===== config.mk =====
export PLATFORM = sky130hd
export DESIGN_NAME = color_offset_stddev_threshold_top
export DESIGN_NICKNAME = d
export VERILOG_FILES = /design/src/rtl/cost_pkg.sv /design/src/rtl/cost_ctrl.sv /design/src/rtl/cost_dp.sv /design/src/rtl/color_offset_stddev_threshold_top.sv
export VERILOG_INCLUDE_DIRS = /design/src /design/src/rtl
export SDC_FILE = /design/constraint.sdc
export NUM_CORES = 2
export LEC_CHECK = 0
export BUFFER_PORTS_ARGS = -buffer_cell sky130_fd_sc_hd__buf_2
export CORE_MARGIN = 4
export CORE_UTILIZATION = 45
export CTS_BUF_LIST = sky130_fd_sc_hd__clkbuf_16
export DETAILED_ROUTE_END_ITERATION = 7
export HOLD_SLACK_MARGIN = 0.1
export PLACE_DENSITY = 0.59
export SKIP_LAST_GASP = 1
export SLEW_MARGIN = 20
export SYNTH_ARGS = -nofsm -noshare
export SYNTH_HDL_FRONTEND = slang
export SYNTH_HIERARCHICAL = 1
export SYNTH_SLANG_ARGS = --single-unit

===== constraint.sdc =====
create_clock -name clk -period 10.2 [get_ports clk]
set_clock_uncertainty 0.05 [all_clocks]
set_input_delay 2.04 -clock clk [delete_from_list [all_inputs] [get_ports clk]]
set_output_delay 2.04 -clock clk [all_outputs]
set_load 0.02 [all_outputs]

===== src/rtl/assert_macros.svh =====
// Assertion shorthands for the color offset / stddev threshold block.
// Included by files that carry concurrent assertions; depends on nothing.
`ifndef ASSERT_MACROS_SVH
`define ASSERT_MACROS_SVH

// Same-cycle implication, held off during reset.
`define ASSERT_NOW(label, clk, rst, ante, cons) \
  label: assert property (@(posedge clk) disable iff (rst) (ante) |-> (cons)) \
    else $error("same-cycle check failed");

// Next-cycle implication, held off during reset.
`define ASSERT_NEXT(label, clk, rst, ante, cons) \
  label: assert property (@(posedge clk) disable iff (rst) (ante) |=> (cons)) \
    else $error("next-cycle check failed");

`endif


===== src/rtl/cost_pkg.sv =====
// Shared types and constants for the color offset / stddev threshold block.
// No dependencies.
`default_nettype none

package cost_pkg;

  localparam int unsigned MAX_PIXELS_DEF = 65536;

  localparam int unsigned PIX_W     = 8;
  localparam int unsigned OFFSET_W  = 9;
  localparam int unsigned CFG_IDX_W = 1;
  localparam int unsigned DIV_IDX_W = 3;

  localparam logic [PIX_W-1:0] PIX_MAX = 8'd255;
  localparam logic [PIX_W-1:0] PIX_MIN = 8'd0;

  localparam logic signed [OFFSET_W-1:0] RED_OFFSET_RST   = 9'sd30;
  localparam logic signed [OFFSET_W-1:0] GREEN_OFFSET_RST = -9'sd20;

  localparam logic [CFG_IDX_W-1:0] REG_RED_OFFSET   = 1'd0;
  localparam logic [CFG_IDX_W-1:0] REG_GREEN_OFFSET = 1'd1;

  localparam logic OP_ACCUM = 1'b0;
  localparam logic OP_EMIT  = 1'b1;

  typedef struct packed {
    logic                 acc_en;     // add accepted pixel to frame sums
    logic                 pix_en;     // capture accepted pixel for pass two
    logic                 div_load;   // seed mean divider
    logic                 div_step;   // one restoring division step
    logic [DIV_IDX_W-1:0] div_idx;    // quotient bit for this step
    logic                 dev_mult;   // form mean products
    logic                 dev_latch;  // latch statistics, clear sums
    logic                 out_load;   // load result register
  } cost_cmd_t;

  typedef struct packed {
    logic out_busy;                   // result register full and held
  } cost_stat_t;

endpackage

`default_nettype wire


===== src/rtl/cost_ctrl.sv =====
// Controller for the color offset / stddev threshold block: sequences
// accumulate, frame-end statistics and pass-two pixels. Uses cost_pkg.
`default_nettype none

module cost_ctrl
  import cost_pkg::*;
(
  input  wire logic       clk,
  input  wire logic       rst,
  input  wire logic       in_valid,
  input  wire logic       opcode,
  input  wire logic       frame_end,
  output logic            in_ready,
  input  wire cost_stat_t stat,
  output cost_cmd_t       cmd
);

  typedef enum logic [2:0] {
    S_IDLE,
    S_DIV_LOAD,
    S_DIV,
    S_DEV_MULT,
    S_DEV_LATCH,
    S_PIX
  } state_t;

  state_t               state;
  logic [DIV_IDX_W-1:0] cnt;

  assign in_ready = (state == S_IDLE);

  always_comb begin
    cmd           = '0;
    cmd.acc_en    = in_ready && in_valid && (opcode == OP_ACCUM);
    cmd.pix_en    = in_ready && in_valid && (opcode == OP_EMIT);
    cmd.div_load  = (state == S_DIV_LOAD);
    cmd.div_step  = (state == S_DIV);
    cmd.div_idx   = cnt;
    cmd.dev_mult  = (state == S_DEV_MULT);
    cmd.dev_latch = (state == S_DEV_LATCH);
    cmd.out_load  = (state == S_PIX) && !stat.out_busy;
  end

  always_ff @(posedge clk) begin
    if (rst) begin
      state <= S_IDLE;
      cnt   <= '0;
    end else begin
      unique case (state)
        S_IDLE: begin
          if (in_valid) begin
            if (opcode == OP_EMIT) begin
              state <= S_PIX;
            end else if (frame_end) begin
              state <= S_DIV_LOAD;
            end
          end
        end
        S_DIV_LOAD: begin
          state <= S_DIV;
          cnt   <= '1;
        end
        S_DIV: begin
          if (cnt == '0) begin
            state <= S_DEV_MULT;
          end else begin
            cnt <= cnt - 1'b1;
          end
        end
        S_DEV_MULT:  state <= S_DEV_LATCH;
        S_DEV_LATCH: state <= S_IDLE;
        S_PIX: begin
          // hold until the result register frees up
          if (!stat.out_busy) begin
            state <= S_IDLE;
          end
        end
        default: state <= S_IDLE;
      endcase
    end
  end

endmodule

`default_nettype wire


===== src/rtl/cost_dp.sv =====
// Datapath for the color offset / stddev threshold block: frame sums,
// mean divider, deviation, offsets and the result register. Uses cost_pkg.
`default_nettype none

module cost_dp
  import cost_pkg::*;
#(
  parameter int unsigned MAX_PIXELS = MAX_PIXELS_DEF
) (
  input  wire logic                        clk,
  input  wire logic                        rst,
  input  wire cost_cmd_t                   cmd,
  output cost_stat_t                       stat,
  input  wire logic [PIX_W-1:0]            red_in,
  input  wire logic [PIX_W-1:0]            green_in,
  input  wire logic [PIX_W-1:0]            blue_in,
  input  wire logic                        cfg_write,
  input  wire logic [CFG_IDX_W-1:0]        cfg_index,
  input  wire logic [OFFSET_W-1:0]         cfg_data,
  output logic                             out_valid,
  input  wire logic                        out_ready,
  output logic [PIX_W-1:0]                 red_out,
  output logic [PIX_W-1:0]                 green_out,
  output logic [PIX_W-1:0]                 blue_out
);

  localparam int unsigned CW = $clog2(MAX_PIXELS + 1);  // pixel count
  localparam int unsigned SW = CW + PIX_W;              // blue sum
  localparam int unsigned QW = CW + 2 * PIX_W;          // square sums
  localparam int unsigned TW = QW + 2;                  // deviation scratch
  localparam logic [CW-1:0] MAX_CNT = CW'(MAX_PIXELS);

  // configuration
  logic signed [OFFSET_W-1:0] red_offset;
  logic signed [OFFSET_W-1:0] green_offset;

  // frame sums
  logic [CW-1:0] pixel_count;
  logic [SW-1:0] blue_sum;
  logic [QW-1:0] blue_square_sum;

  // divider and deviation scratch
  logic [SW-1:0]      rem;
  logic [PIX_W-1:0]   quot;
  logic [SW-1:0]      div_trial;
  logic [PIX_W-1:0]   mean_eff;
  logic [PIX_W-1:0]   mean_tmp;
  logic [2*PIX_W-1:0] mean_sq;
  logic [QW-1:0]      mean_sum;
  logic [QW-1:0]      cnt_mean_sq;
  logic [TW-1:0]      dev_wide;

  // latched statistics
  logic [PIX_W-1:0] mean_blue;
  logic [QW-1:0]    deviation_sum;
  logic [CW-1:0]    frame_pixels;

  // pass-two pixel stage
  logic signed [OFFSET_W:0] red_sum;
  logic signed [OFFSET_W:0] green_sum;
  logic [PIX_W-1:0]         red_clamp;
  logic [PIX_W-1:0]         green_clamp;
  logic                     blue_above;
  logic [PIX_W-1:0]         blue_dist;
  logic [PIX_W-1:0]         red_q;
  logic [PIX_W-1:0]         green_q;
  logic [PIX_W-1:0]         blue_q;
  logic                     above_q;
  logic [2*PIX_W-1:0]       dist_sq_q;
  logic [QW-1:0]            dist_prod;
  logic [PIX_W-1:0]         blue_res;

  assign stat.out_busy = out_valid && !out_ready;

  always_ff @(posedge clk) begin
    if (rst) begin
      red_offset   <= RED_OFFSET_RST;
      green_offset <= GREEN_OFFSET_RST;
    end else if (cfg_write) begin
      unique case (cfg_index)
        REG_RED_OFFSET:   red_offset   <= cfg_data;
        REG_GREEN_OFFSET: green_offset <= cfg_data;
        default: ;
      endcase
    end
  end

  // frame-end math
  assign div_trial   = SW'(pixel_count) << cmd.div_idx;
  assign mean_eff    = (pixel_count == '0) ? PIX_MIN : quot;
  assign cnt_mean_sq = QW'(pixel_count) * QW'(mean_sq);
  assign dev_wide    = TW'(blue_square_sum) + TW'(cnt_mean_sq) - (TW'(mean_sum) << 1);

  always_ff @(posedge clk) begin
    if (rst) begin
      pixel_count     <= '0;
      blue_sum        <= '0;
      blue_square_sum <= '0;
      mean_blue       <= '0;
      deviation_sum   <= '0;
      frame_pixels    <= '0;
    end else begin
      if (cmd.acc_en && (pixel_count < MAX_CNT)) begin
        pixel_count     <= pixel_count + 1'b1;
        blue_sum        <= blue_sum + SW'(blue_in);
        blue_square_sum <= blue_square_sum + QW'(blue_in * blue_in);
      end
      if (cmd.dev_latch) begin
        mean_blue       <= mean_tmp;
        deviation_sum   <= QW'(dev_wide);
        frame_pixels    <= pixel_count;
        pixel_count     <= '0;
        blue_sum        <= '0;
        blue_square_sum <= '0;
      end
    end
  end

  // restoring division: mean always fits one byte
  always_ff @(posedge clk) begin
    if (cmd.div_load) begin
      rem  <= blue_sum;
      quot <= '0;
    end else if (cmd.div_step && (rem >= div_trial)) begin
      rem             <= rem - div_trial;
      quot[cmd.div_idx] <= 1'b1;
    end
    if (cmd.dev_mult) begin
      mean_tmp <= mean_eff;
      mean_sq  <= mean_eff * mean_eff;
      mean_sum <= QW'(mean_eff) * QW'(blue_sum);
    end
  end

  // pass two
  assign red_sum   = $signed({2'b00, red_in}) + (OFFSET_W+1)'(red_offset);
  assign green_sum = $signed({2'b00, green_in}) + (OFFSET_W+1)'(green_offset);

  always_comb begin
    if (red_sum < 0) begin
      red_clamp = PIX_MIN;
    end else if (red_sum > $signed({2'b00, PIX_MAX})) begin
      red_clamp = PIX_MAX;
    end else begin
      red_clamp = red_sum[PIX_W-1:0];
    end
    if (green_sum < 0) begin
      green_clamp = PIX_MIN;
    end else if (green_sum > $signed({2'b00, PIX_MAX})) begin
      green_clamp = PIX_MAX;
    end else begin
      green_clamp = green_sum[PIX_W-1:0];
    end
  end

  assign blue_above = blue_in > mean_blue;
  assign blue_dist  = blue_above ? (blue_in - mean_blue) : (mean_blue - blue_in);

  always_ff @(posedge clk) begin
    if (cmd.pix_en) begin
      red_q     <= red_clamp;
      green_q   <= green_clamp;
      blue_q    <= blue_in;
      above_q   <= blue_above;
      dist_sq_q <= blue_dist * blue_dist;
    end
  end

  // count*d^2 against deviation sum; d of zero never exceeds
  assign dist_prod = QW'(frame_pixels) * QW'(dist_sq_q);

  always_comb begin
    if (dist_prod > deviation_sum) begin
      blue_res = above_q ? PIX_MAX : PIX_MIN;
    end else begin
      blue_res = blue_q;
    end
  end

  always_ff @(posedge clk) begin
    if (rst) begin
      out_valid <= 1'b0;
    end else if (cmd.out_load) begin
      out_valid <= 1'b1;
    end else if (out_ready) begin
      out_valid <= 1'b0;
    end
  end

  always_ff @(posedge clk) begin
    if (cmd.out_load) begin
      red_out   <= red_q;
      green_out <= green_q;
      blue_out  <= blue_res;
    end
  end

endmodule

`default_nettype wire


===== src/rtl/color_offset_stddev_threshold_top.sv =====
// Channel   Handshake                Payload
// in        in_valid / in_ready      opcode, red_in, green_in, blue_in, frame_end
// out       out_valid / out_ready    red_out, green_out, blue_out
// cfg       cfg_write                cfg_index, cfg_data
//
// Accumulate pixels without frame_end leave the controller idle. A frame-end
// pixel runs through transfer, divider seed, 8 restoring steps of the mean divider,
// product and latch. An emit pixel runs through transfer and threshold multiply and
// waits in the latter while the result register is full and out_ready is low. The
// result register lets the next pixel transfer in while a result waits. Reset (rst,
// synchronous) clears sums and statistics and sets the offsets to 30 and -20.
// Top level of the color offset / stddev threshold block; uses cost_pkg,
// cost_ctrl, cost_dp and assert_macros.svh.
`default_nettype none
`include "assert_macros.svh"

module color_offset_stddev_threshold_top
  import cost_pkg::*;
#(
  parameter int unsigned MAX_PIXELS = MAX_PIXELS_DEF
) (
  input  wire logic                 clk,
  input  wire logic                 rst,
  input  wire logic                 in_valid,
  output logic                      in_ready,
  input  wire logic                 opcode,
  input  wire logic [PIX_W-1:0]     red_in,
  input  wire logic [PIX_W-1:0]     green_in,
  input  wire logic [PIX_W-1:0]     blue_in,
  input  wire logic                 frame_end,
  output logic                      out_valid,
  input  wire logic                 out_ready,
  output logic [PIX_W-1:0]          red_out,
  output logic [PIX_W-1:0]          green_out,
  output logic [PIX_W-1:0]          blue_out,
  input  wire logic                 cfg_write,
  input  wire logic [CFG_IDX_W-1:0] cfg_index,
  input  wire logic [OFFSET_W-1:0]  cfg_data
);

  cost_cmd_t  cmd;
  cost_stat_t stat;

  cost_ctrl u_ctrl (
    .clk       (clk),
    .rst       (rst),
    .in_valid  (in_valid),
    .opcode    (opcode),
    .frame_end (frame_end),
    .in_ready  (in_ready),
    .stat      (stat),
    .cmd       (cmd)
  );

  cost_dp #(
    .MAX_PIXELS (MAX_PIXELS)
  ) u_dp (
    .clk       (clk),
    .rst       (rst),
    .cmd       (cmd),
    .stat      (stat),
    .red_in    (red_in),
    .green_in  (green_in),
    .blue_in   (blue_in),
    .cfg_write (cfg_write),
    .cfg_index (cfg_index),
    .cfg_data  (cfg_data),
    .out_valid (out_valid),
    .out_ready (out_ready),
    .red_out   (red_out),
    .green_out (green_out),
    .blue_out  (blue_out)
  );

  `ASSERT_NOW(a_cmd_exclusive, clk, rst, 1'b1, $onehot0({cmd.acc_en, cmd.pix_en, cmd.div_load, cmd.div_step, cmd.dev_mult, cmd.dev_latch, cmd.out_load}))
  `ASSERT_NEXT(a_accum_one_cycle, clk, rst, in_valid && in_ready && (opcode == OP_ACCUM) && !frame_end, in_ready)
  `ASSERT_NEXT(a_frame_end_busy, clk, rst, in_valid && in_ready && (opcode == OP_ACCUM) && frame_end, !in_ready)
  `ASSERT_NEXT(a_emit_busy, clk, rst, in_valid && in_ready && (opcode == OP_EMIT), !in_ready)

endmodule

`default_nettype wire


# Word-level counts from Yosys, hierarchy flattened
# Cells that the tools add are included.
[word_totals]
ff_bits = 312
[op_classes]
mux = 20
n_shift = 1
reduce_logical = 21
addsub = 11
bitwise_logic = 3
n_mul = 6
n_lt_le_gt_ge = 10
n_eq_ne = 10
[ops]
columns = ["op", "count"]
rows = [
  ["$mul A17 B16 Y33", 2],
  ["$mux W25", 2],
  ["$mul A8 B8 Y16", 3],
  ["$mux W8", 6],
  ["$add A33 B16 Y33", 1],
  ["$add A33 B33 Y33", 1],
  ["$gt A33 B33 Y1", 1],
  ["$sub A33 B33 Y33", 1],
  ["$mul A8 B25 Y32", 1],
  ["$add A25 B8 Y25", 1],
  ["$ge A25 B25 Y1", 1],
  ["$shl A17 B3 Y25", 1],
  ["$sub A25 B25 Y25", 1],
  ["$add A9 B9 Y10", 2],
  ["$gt A10 B9 Y1 const B", 2],
  ["$lt A10 B1 Y1 const B", 2],
  ["$mux W3", 6],
  ["$add A17 B1 Y17 const B", 1],
  ["$logic_not A17 Y1", 1],
  ["$lt A17 B17 Y1 const B", 1],
  ["$sub A8 B8 Y8", 2],
  ["$pmux W3 S5", 1],
  ["$gt A8 B8 Y1", 1],
  ["$logic_and A1 B1 Y1", 8],
  ["other kinds (19)", 33],
]

# Depth between registers and ports, before layout
[logic_depth]
ltp_word = 5
mapped_depth = 34

# Hierarchy
# Netlist, hierarchy kept.
[modules_own_cells]
columns = ["mod", "area_each_um2", "cells_per_inst", "n_inst"]
rows = [
  ["cost_dp", 45273.4, 5015, 1],
  ["cost_ctrl", 404.1, 44, 1],
]

# Worst setup path before layout
# No wires, ideal clock.
[synth_path]
path_kind = "input to register"
start = "in blue_in[0]"
end = "reg u_dp.dist_sq_q[15], data pin"
arrival_ns = 7.606
slack_ns = 2.286
setup_time_ns = 0.258
stages = 26
path_cell_list = "inv_1 ha_1 inv_1 fa_1 a21oi_1 o211ai_2 nor4b_1 o311ai_1 nand4_1 o21ai_2 xor2_2 nor2_1 fa_1 inv_1 fa_1 inv_1 fa_1 fa_1 ha_1 nand2_1 nand2_1 a31oi_1 o21ai_0 o41ai_1 xor2_1 xnor2_1"
[synth_via]
elab_chain_len = 3
word_cells_on_any_way = 5
cone_classes = "2 x add/sub; 1 x mul; 1 x order compare; 1 x mux"
[synth_rtl]
columns = ["item", "line", "text"]
rows = [
  ["start, declared", "color_offset_stddev_threshold_top.sv:29", "input wire logic [PIX_W-1:0] blue_in,"],
  ["$sub A8 B8 Y8 / $gt A8 B8 Y1 (equally long branches)", "cost_dp.sv:157, cost_dp.sv:156", ""],
  ["$mux W8 (*)", "cost_dp.sv:157", "assign blue_dist = blue_above ? (blue_in - mean_blue) : (mean_blue - blue_in);"],
  ["$mul A8 B8 Y16 (*)", "cost_dp.sv:165", "dist_sq_q <= blue_dist * blue_dist;"],
  ["end signal, assigned", "cost_dp.sv:165", ""],
  ["end, declared", "cost_dp.sv:69", "logic [2*PIX_W-1:0] dist_sq_q;"],
]
# Mark *: on every way between the ends. The rest lies on a longest branch, timed or not.
# A chain may end at the register's enable or synchronous reset.

# Worst setup path in the final report
[layout_path]
start = "reg u_dp.dist_sq_q[6]"
end = "reg u_dp.blue_out[4], data pin"
[layout_via]
elab_chain_len = 3
[layout_rtl]
columns = ["item", "line", "text"]
rows = [
  ["$mul A17 B16 Y33", "cost_dp.sv:170", "assign dist_prod = QW'(frame_pixels) * QW'(dist_sq_q);"],
  ["$gt A33 B33 Y1", "cost_dp.sv:173", "if (dist_prod > deviation_sum) begin"],
  ["$mux W8", "cost_dp.sv:173", ""],
  ["net u_dp.blue_res[4]", "cost_dp.sv:71", "logic [PIX_W-1:0] blue_res;"],
  ["end signal, assigned", "cost_dp.sv:194", "blue_out <= blue_res;"],
  ["end, declared", "cost_dp.sv:24", "output logic [PIX_W-1:0] blue_out"],
]
# The timed path passes the listed nets, and every way through them passes these cells.

==> summary.md <==
| Metric | Value |
|---|---|
| Cell mode on critical path | `fa_1` |
| Fillers | `~9,800` |
| Via/cell ratio | `5.25` |
| Cell Area, Synth | `45,700 µm²` |
| Critical Path Source Type | `flip-flop` |
| Max-cap violations | `0` |
| Top FF cell, synth | `dfxtp_1` |
| Clock Latency Late Sink | `0.59 ns` |
| Worst vdd ir | `just under 0.5 mV` |
| CTS sink count | `roughly 310` |
| Number of DRC markers in iteration 0 | `1,964` |
| Slowest cell delay on critical path | `between 0.6 and 0.7 ns` |
| Synth cell types | `88` |
| Drt wl/cell | `18.2 µm` |
| Grt total ovfl | `0` |
| Async SR Flop Fraction | `0` |
| Antenna violations before repair | `2` |
| Postcts setup bufs | `0` |
| CTS tree | `done` |
| Worst slew pin tran | `1.05 ns` |
| HPWL Detailed | `90,300 µm` |
| Worst-path clk slew | `0.06 ns` |
| Largest net degree at the start of global routing | `73` |
| Status | `finished, final reports clean` |
| Post-layout util | `0.483` |
| Drt pass-1 iters | `5` |
| Min Tclk post-route | `roughly 8.5 ns` |
| Layout area overhead | `6.22%` |
| DR vias | `33,472` |
| Worst path slowest cell | `edfxtp_1` |
| Die area | `107,000 µm²` |
| Crit path kind | `flip-flop to flip-flop` |
| PwrDens | `179 nW/µm²` |
| EDFF count, synth | `around 140` |
| Max clock buf depth | `3` |
| Critical Path RT | `10.50 ns` |
| I/O pin count | `67` |
| Period utilisation layout | `0.832` |
| Final TNS setup | `0 ns` |
| Final Slew Violations | `0` |
| Leak pwr | `about 23 nW` |
| DRC viols | `0` |
| Layout cells sized above 1 | `0.0472` |
| First-pass GRT wire length | `192,000 µm` |
| Warnings from Yosys | `6` |
| Die height | `327 µm` |
| Starting Density | `0.455` |
| Final antenna-violating net count | `0` |
| H-tree Lvls | `2` |
| Total GRT Usage | `0.224` |
| CTS buffer count | `40` |
| Final hold violation count | `0` |
| Hold WC Path Type | `flip-flop to flip-flop` |
| Register Area | `approximately 7600 µm²` |
| Hold Buf Count CTS | `0` |
| Max_slew headroom | `0.299` |
| Worst Path Arrival | `8.78 ns` |
| Sequential area share after synthesis | `0.167` |
| Worst-path fanout max | `17` |
| RSZ-0062 raised after global routing | `false` |
| Syn Area/Cell | `between 9 and 10 µm²` |
| Routed WL | `116,000 µm` |
| GPL Wtd Cong | `0.865` |
| Root Driver | `clkbuf_16` |
| Final #Nets | `6,193` |
| PostCTS Resize Cnt | `0` |
| CP Capture Type | `flip-flop` |
| Final setup vio count | `0` |
| Flops & latches, synth | `around 300` |
| Synthesized instance count | `5,059` |
| DIE WIDTH | `327 µm` |
| Area of the multi-input gates | `about 34,000 µm²` |
| IO buf count | `between 60 and 70` |
| Area of the core | `100,000 µm²` |
| Vias in the first global route | `35,019` |
| Fmax | `118 MHz` |
| Std cell rows | `roughly 120` |
[Yosys cell counts, drive strengths merged (8+ instances only)]
master,count,share of area
nand4,27,0.0037
o41ai,10,0.0024
fa,680,0.30
a211oi,31,0.0051
o31ai,10,0.0018
mux2i,65,0.014
nor3b,11,0.0023
and3,123,0.017
buf,31,0.0031
a211o,10,0.0019
o2111ai,8,0.0015
dfxtp,166,0.073
a31oi,20,0.0029
o21bai,24,0.0039
or3,12,0.0016
o211ai,12,0.0021
nor2,258,0.021
xor2,66,0.013
o21a,18,0.0030
nand3,56,0.0061
xnor2,146,0.028
inv,939,0.077
a21oi,212,0.023
o21ai,118,0.013
clkbuf,196,0.016
nor3,33,0.0037
nor2b,40,0.0055
mux2,17,0.0042
or2,10,0.0014
edfxtp,143,0.094
nand2,615,0.051
and4,8,0.0015
and2,259,0.036
a21o,72,0.012
ha,486,0.13
nand2b,29,0.0041
[sequential cells by signal, summed over array words and instances (netlist names), 9 cells and up]
signal / count
u_dp/frame_pixels: 17
u_dp/dist_sq_q: 15
u_dp/pixel_count: 17
u_dp/deviation_sum: 33
u_dp/mean_sq: 14
u_dp/green_offset: 9
u_dp/blue_sum: 25
u_dp/mean_sum: 32
u_dp/blue_square_sum: 33
u_dp/red_offset: 9
u_dp/rem: 25
[layout make-up]
class,instances,area share
Multi-Input combinational cell,3583,0.694
Sequential cell,309,0.157
Clock inverter,31,0.00513
Tap cell,1357,0.0350
Clock buffer,43,0.0222
Inverter,942,0.0729
Antenna cell,1,0.0000516
Timing Repair Buffer,110,0.0137
[critical path, delay by kind of cell, from the launching register on]
family,cells,cell delay (ns)
AO/OA/AOI/OAI,12,2.73
adder cells (fa/ha/maj),8,3.41
multiplexers,1,0.35
buffers and inverters,5,0.43
XOR/XNOR,1,0.15
AND/OR/NAND/NOR,3,0.47
flip-flops,1,0.66
[stage by stage]
stage / total power [mW] / hold WS, ns / instance area, µm² / setup WS, ns / std cells
final: 8.69 / 0.367 / 48500 / 1.71 / 6376
after global routing: 9.56 / 0.372 / 48500 / 1.25 / 6375
after CTS: 8.78 / 0.369 / 48500 / 1.68 / 6375
after detailed placement: 7.30 / 0.355 / 47200 / 1.25 / 6301
after global placement: 7.23 / 0.351 / 47200 / 1.26 / 6301
after floorplan: 5.94 / 0.350 / 45700 / 2.29 / 5061
[power by group]
group          switching, mW  internal (mW)  leakage [nW]
logic                   3.03           2.10          19.4
clock network          0.631          0.805         0.677
registers              0.357           1.76          2.65
[routing by layer]
layer  global-route usage  part of all wire
met5                    0                 0
met4               0.0614             0.029
met3               0.0229             0.042
met2                0.381              0.48
met1                0.305              0.45
[kinds of logic after synthesis]
family,Yosys count,synth area share
buffers and inverters,1169,0.0967
other,2,0.000164
multiplexers,85,0.0199
AND/OR/NAND/NOR,1506,0.159
adder cells (fa/ha/maj),1166,0.431
XOR/XNOR,212,0.0411
AO/OA/AOI/OAI,610,0.0856
flip-flops,309,0.167
[worst paths after layout]
kind                                        start          endpoint  slack (ns)  cells past startpoint
worst max-delay path            u_dp/dist_sq_q[6]  u_dp/blue_out[4]        1.71                     30
worst min-delay path                u_dp/red_q[1]   u_dp/red_out[1]        0.37                      0
worst max register to register  u_dp/dist_sq_q[6]  u_dp/blue_out[4]        1.71                     30
worst min register to register      u_dp/red_q[1]   u_dp/red_out[1]        0.37                      0
[placed cells by master (no fill, tap or decap), types with 109 or more instances in the layout]
cell and count:
a21oi_1 212, xnor2_1 145, ha_1 486, edfxtp_1 143
and2_1 258, fa_1 680, nor2_1 256, inv_1 944
dfxtp_1 166, and3_1 122, nand2_1 615, o21ai_0 109
No activity file was read; power rests on OpenSTA's default activity.
